File: src/hdl/xalu_pkg.sv
// Package for the x86-style integer ALU: command codes, size codes and
// the control/status structs between controller and datapath. No dependencies.
`timescale 1ns / 1ps
package xalu_pkg;

    localparam logic [3:0] CMD_ADD  = 4'd0;
    localparam logic [3:0] CMD_ADC  = 4'd1;
    localparam logic [3:0] CMD_SUB  = 4'd2;
    localparam logic [3:0] CMD_SBB  = 4'd3;
    localparam logic [3:0] CMD_AND  = 4'd4;
    localparam logic [3:0] CMD_OR   = 4'd5;
    localparam logic [3:0] CMD_XOR  = 4'd6;
    localparam logic [3:0] CMD_SHL  = 4'd7;
    localparam logic [3:0] CMD_SHR  = 4'd8;
    localparam logic [3:0] CMD_SAR  = 4'd9;
    localparam logic [3:0] CMD_MUL  = 4'd10;
    localparam logic [3:0] CMD_IMUL = 4'd11;
    localparam logic [3:0] CMD_DIV  = 4'd12;
    localparam logic [3:0] CMD_IDIV = 4'd13;
    localparam logic [3:0] CMD_MOD  = 4'd14;
    localparam logic [3:0] CMD_IMOD = 4'd15;

    localparam logic [1:0] SIZE_8  = 2'd0;
    localparam logic [1:0] SIZE_16 = 2'd1;
    localparam logic [1:0] SIZE_32 = 2'd2;

    localparam int DIV_STEPS = 64;

    // Commands from the controller to the datapath.
    typedef struct packed {
        logic load;       // capture a new request and start it
        logic div_step;   // run one restoring-division step
        logic finish;     // compute the result and update flags
    } xalu_cmd_t;

    // Status from the datapath to the controller.
    typedef struct packed {
        logic is_div;     // loaded request is a divide or modulo
        logic div_last;   // the current division step is the last one
    } xalu_stat_t;

endpackage

File: src/hdl/xalu_ctrl.sv
// Controller of the x86-style ALU: sequences load, division steps and
// finish, and runs the request handshakes. Uses xalu_pkg.
`timescale 1ns / 1ps
module xalu_ctrl
    import xalu_pkg::*;
(
    input  logic       clk,
    input  logic       rst_n,
    input  logic       in_valid,
    output logic       in_ready,
    output logic       out_valid,
    input  logic       out_ready,
    input  xalu_stat_t stat,
    output xalu_cmd_t  cmd
);

    typedef enum logic [1:0] {S_IDLE, S_DECODE, S_DIVIDE, S_FINISH} state_t;
    state_t state_reg;
    logic   out_valid_reg;

    // The output register frees up when taken, so a new request may enter.
    assign in_ready  = (state_reg == S_IDLE) && (!out_valid_reg || out_ready);
    assign out_valid = out_valid_reg;

    always_comb
    begin
        cmd.load     = in_valid && in_ready;
        cmd.div_step = (state_reg == S_DIVIDE);
        cmd.finish   = (state_reg == S_FINISH);
    end

    // State and output-valid register.
    always_ff @(posedge clk or negedge rst_n)
    begin
        if (!rst_n)
        begin
            state_reg     <= S_IDLE;
            out_valid_reg <= 1'b0;
        end
        else
        begin
            if (out_valid_reg && out_ready)
                out_valid_reg <= 1'b0;
            unique case (state_reg)
                S_IDLE:
                    if (cmd.load)
                        state_reg <= S_DECODE;
                S_DECODE:
                    state_reg <= stat.is_div ? S_DIVIDE : S_FINISH;
                S_DIVIDE:
                    if (stat.div_last)
                        state_reg <= S_FINISH;
                S_FINISH:
                begin
                    out_valid_reg <= 1'b1;
                    state_reg     <= S_IDLE;
                end
                default:
                    state_reg <= S_IDLE;
            endcase
        end
    end

`ifndef SYNTHESIS
    // A result is never overwritten while it waits.
    a_no_overwrite: assert property (@(posedge clk) disable iff (!rst_n)
        cmd.finish |-> !out_valid_reg)
        else $error("finish over pending result");
    // A request is only taken in idle.
    a_load_idle: assert property (@(posedge clk) disable iff (!rst_n)
        cmd.load |=> state_reg == S_DECODE)
        else $error("load outside idle");
    // Finish raises valid next cycle.
    a_finish_valid: assert property (@(posedge clk) disable iff (!rst_n)
        cmd.finish |=> out_valid_reg)
        else $error("finished result not presented");
`endif

endmodule

File: config.mk
export PLATFORM = sky130hd
export DESIGN_NAME = xalu_ctrl
export DESIGN_NICKNAME = d
export VERILOG_FILES = /design/src/hdl/xalu_pkg.sv /design/src/hdl/xalu_ctrl.sv
export SDC_FILE = /design/constraint.sdc
export NUM_CORES = 1
export LEC_CHECK = 0
export BUFFER_PORTS_ARGS = -buffer_cell sky130_fd_sc_hd__buf_2
export CORE_AREA = 2 2 39 41
export DETAILED_ROUTE_END_ITERATION = 16
export DIE_AREA = 0 0 41 43
export GPL_TIMING_DRIVEN = 1
export PLACE_DENSITY = 0.41
export SETUP_SLACK_MARGIN = 0.3
export SYNTH_ARGS = -nofsm -noshare
export SYNTH_HDL_FRONTEND = slang
export SYNTH_SLANG_ARGS = --single-unit
File: constraint.sdc
create_clock -name clk -period 1.65 [get_ports clk]
set_input_delay 0.165 -clock clk [delete_from_list [all_inputs] [get_ports clk]]
set_output_delay 0.165 -clock clk [all_outputs]
set_load 0.02 [all_outputs]
Word-level counts from Yosys, hierarchy flattened --
Index checks and enable logic that the tools add are counted.
Word-level totals: flip-flop bits (word level) 3, bits of input ports 6, output and inout port bits 5, logic and storage cells 21
Cells by class: equality and inequality tests 5, multiplexer cells 6, reductions and logical operators 8
Operators with widths (count):
- 2-bit case mux with 4 select lines | 1
- 2-bit equality test (second input constant) | 2
- 2-bit two-way mux | 2
- 2-bit != test (second input constant) | 2
- 1-bit logical AND | 3
- 1-bit two-way mux | 3
- 2-bit by 1-bit equality test with 1-bit output (second input constant) | 1
- 2-bit logical NOT | 1
- 2-bit AND reduction | 1
- 2-bit nonzero test | 1
- 1-bit logical NOT | 1
- 1-bit logical OR | 1

Longest topological paths before layout --
depth after elaboration 6, gate-level depth with buffers 5, mapped depth without buffers 5

Least setup slack after synthesis --
OpenSTA, ideal clock, no wires.
path type reg-to-reg, start point register state_reg[0], end point register state_reg[1], library setup time 125 ps, arrival 1310 ps, setup slack 215 ps, cell stages (with the launch flop) 6, cell sequence dfrtp_1 -> inv_1 -> ha_1 -> nand2b_1 -> o211ai_2 -> mux2_4
RTL lines:
- start, declared | line xalu_ctrl.sv:18 | state_t state_reg;
- start signal, assigned | line xalu_ctrl.sv:49 | state_reg <= stat.is_div ? S_DIVIDE : S_FINISH;

==> results.toml <==
[grt]
global_route.usage.total = 0.0864
number_of_antenna_violations_at_the_first_check_in_global_routing = 0
grt_first_pass_wirelength_um = 1040
globalRouteOverflowTotal = 0
grt_start_max_net_pins = 6
grt_pass1_vias = 265

[route]
post_drt_wl_per_cell_um = 9.58
starting_drc_count_in_detailed_routing = 6
ant_nets = 0
drtPass1Iterations = 3
totalWireLength_um = 565
drc = 0
num_vias = 244
vias_per_cell = 4.14

[power_and_ir_drop]
leakagePower_nw = 0.225
power_mw = 0.879
irDropWorstVdd_v = 0.000499
p_per_area_nw_per_um2 = 1970

[synthesis]
ys_warn_count = 0
post-synth-top-area-cell = "sky130_fd_sc_hd__dfrtp_1"
area_share_of_the_largest_cell_type_after_synthesis = 0.279
netlist_top_cells_area = "sky130_fd_sc_hd__dfrtp_1 28%, sky130_fd_sc_hd__ha_1 23%, sky130_fd_sc_hd__nand2b_1 7.0%"
yosysMostFrequentCell = "sky130_fd_sc_hd__ha_1"
yosys_reg_bits = 3
synth_enable_flop_cells = 0
ys_async_sr_fraction = 1.00
synth_cell_type_count = 14
netlist_area_before_placement_um2 = 269
synth.net_count = 36
synthesis.instances = 25
post_synth.cell_area_avg_um2 = 10.8
ys_dominant_reg_cell = "sky130_fd_sc_hd__dfrtp_1"
ys_top_cells_by_count = "5 x sky130_fd_sc_hd__ha_1, 3 x sky130_fd_sc_hd__dfrtp_1, 3 x sky130_fd_sc_hd__inv_1, 3 x sky130_fd_sc_hd__nand2b_1, 2 x sky130_fd_sc_hd__a211o_1"
share_of_synthesized_area_occupied_by_flip_flops_and_latches = 0.279

[hold_path]
min_path_cells = 3
timing.hold.worst.start = "out_ready"
hold_path.class = "primary input to flip-flop"
hold-path-endpoint = "out_valid"

[timing]
hold_viol_final = 0
finalHoldWorstSlack_ns = 0.238
unrepaired_setup_endpoints_after_global_routing = "true"
slew_headroom = 0.874
finalSetupViolations = 0
setup_ws_ns = 0.306
worst_pin_slew_ns = 0.188
final-max-slew-violation-count = 0
setup-tns-final_ns = 0
fin_worst_skew_ns = 0.00150
final_min_period_over_clock_period = 0.814
max_clock_freq_ghz = 0.744
final_period_minus_worst_setup_slack_ns = 1.34

[run]
max_cap_violations = 0

[clock_tree]
cts_root_buffer = "sky130_fd_sc_hd__clkbuf_4"
clock_insertion_delay_at_the_later_pin_of_the_skew_report_ns = 0.23
cts_bufs_inserted = 3
clock-sinks = 3
clock_path_buffers = 2
cts_htree_levels = 1
cts.reportedPaths.clkPinSlew_ns = 0.03
cts_tree = "built"

[floorplanning]
fp.coreArea_um2 = 1380
initial_utilization = 0.194
rows = 14
die_width_um = 41
ioPinCount = 11
die-area_um2 = 1760
die_h_um = 43

[cells_and_area]
final_design_area_no_fill_um2 = 447
growth_of_design_area_from_synthesis_to_finish_pct = 66.0
net_count_of_the_finished_layout = 55
largest_register_ffs = 2
fraction_of_layout_cells_with_a_size_suffix_above_1 = 0.651
nFillCells = 148
diodes = 0
core_occupancy_in_the_finished_layout = 0.323
final-instance-count-excl-fill = 59

[critical_path]
slowest_cp_cell = "sky130_fd_sc_hd__dfrtp_2"
category_of_the_worst_setup_path_capture_point = "output port"
critical-path-max-stage-delay_ns = 0.44
startpoint_type = "flip-flop"
critPathBufInv = 2
regToRegEndpoint = "state_reg[0]"
arrival_ns = 1.18
timing.critical_path.required_ns = 1.48
timing.critical_path.cells = "inv_4 > ha_4 > and3_4 > buf_6"
worst-r2r-cell-count = 5
critical_path.max_fanout = 4
r2r_setup_slack_ns = 0.31
crit_type = "flip-flop to output port"
critical-path-top-delay-family = "flip-flops"
reg2reg_from = "state_reg[1]"

[placed_design]
worst_setup_slack_before_clock_tree_synthesis_ns = 0.220
place_congestion = 0.625
dp.final_hpwl_um = 448
dpl_cell_area_um2 = 364
io_buffer_count = 10
placed_cells_incl_taps = 51

[outcome]
outcome = "complete, no violations"
-- worst min-delay path, stage by stage --
cell	delay [ns]
sky130_fd_sc_hd__buf_2	0.07
sky130_fd_sc_hd__nand2b_4	0.13
sky130_fd_sc_hd__nand2b_1	0.05
-- layout by cell type (no fill, tap or decap) --
cell type,synthesis,routed
sky130_fd_sc_hd__and3_4,0,1
sky130_fd_sc_hd__buf_4,0,3
sky130_fd_sc_hd__nand2b_4,1,1
sky130_fd_sc_hd__buf_2,0,8
sky130_fd_sc_hd__or2_1,1,1
sky130_fd_sc_hd__nand2b_1,3,3
sky130_fd_sc_hd__o211a_1,1,1
sky130_fd_sc_hd__buf_6,0,2
sky130_fd_sc_hd__ha_4,0,2
sky130_fd_sc_hd__dfrtp_2,0,2
sky130_fd_sc_hd__mux2_4,1,1
sky130_fd_sc_hd__and2_2,1,1
sky130_fd_sc_hd__o211ai_2,1,1
sky130_fd_sc_hd__inv_4,0,2
sky130_fd_sc_hd__ha_1,5,3
sky130_fd_sc_hd__a211o_1,2,2
sky130_fd_sc_hd__inv_1,3,1
sky130_fd_sc_hd__clkbuf_4,0,3
sky130_fd_sc_hd__inv_2,1,1
sky130_fd_sc_hd__dfrtp_1,3,1
sky130_fd_sc_hd__a21o_1,1,1
sky130_fd_sc_hd__dlygate4sd3_1,0,1
sky130_fd_sc_hd__clkbuf_1,0,1
-- per-layer routing --
layer	wire length, um	GRT usage
met1	180	0.0806
met2	357	0.153
met3	26	0.0314
met4	0	0.0400
met5	0	0
-- layout make-up --
cell class	count	area, um^2	share of cell area
Clock buffer	4	26.3	0.0588
Inverter	4	20.0	0.0448
Tap cell	16	20.0	0.0448
Multi-Input combinational cell	18	208	0.465
Timing Repair Buffer	14	95.1	0.213
Sequential cell	3	77.6	0.174
-- worst max-delay path by stage --
stage | slack (ns) | endpoint | depth (start not counted) | start
final | 0.31 | cmd[2] | 4 | state_reg[1]
after global routing | 0.26 | state_reg[0] | 4 | state_reg[0]
after CTS | 0.29 | cmd[2] | 4 | state_reg[1]
after detailed placement | 0.22 | state_reg[1] | 5 | state_reg[0]
after global placement | 0.25 | state_reg[1] | 5 | state_reg[0]
after floorplan | 0.33 | state_reg[1] | 5 | state_reg[0]
-- report_power, final --
group	switching [mW]	internal, mW
Clock	0.0347	0.0904
Combinational	0.277	0.305
Sequential	0.0507	0.121
-- what timing repair did --
item,in CTS,in global routing
buffers inserted,3,0
setup endpoints to repair,4,5
pin swaps,0,3
gates resized for setup,5,4
endpoints found under the hold margin,3,0
hold buffers,1,0
-- kinds of logic (layout without fill, tap and decap cells) --
| logic type | count (synthesis) | count (layout) | synth area share |
|---|---|---|---|
| and+or+nand+nor | 7 | 7 | 0.200 |
| AOI/OAI and AO/OA | 5 | 5 | 0.177 |
| buffers and inverters | 4 | 22 | 0.0558 |
| adders and majority gates | 5 | 5 | 0.233 |
| DFF | 3 | 3 | 0.279 |
| muxes | 1 | 1 | 0.0558 |
Power figures use the tool's default switching activity.
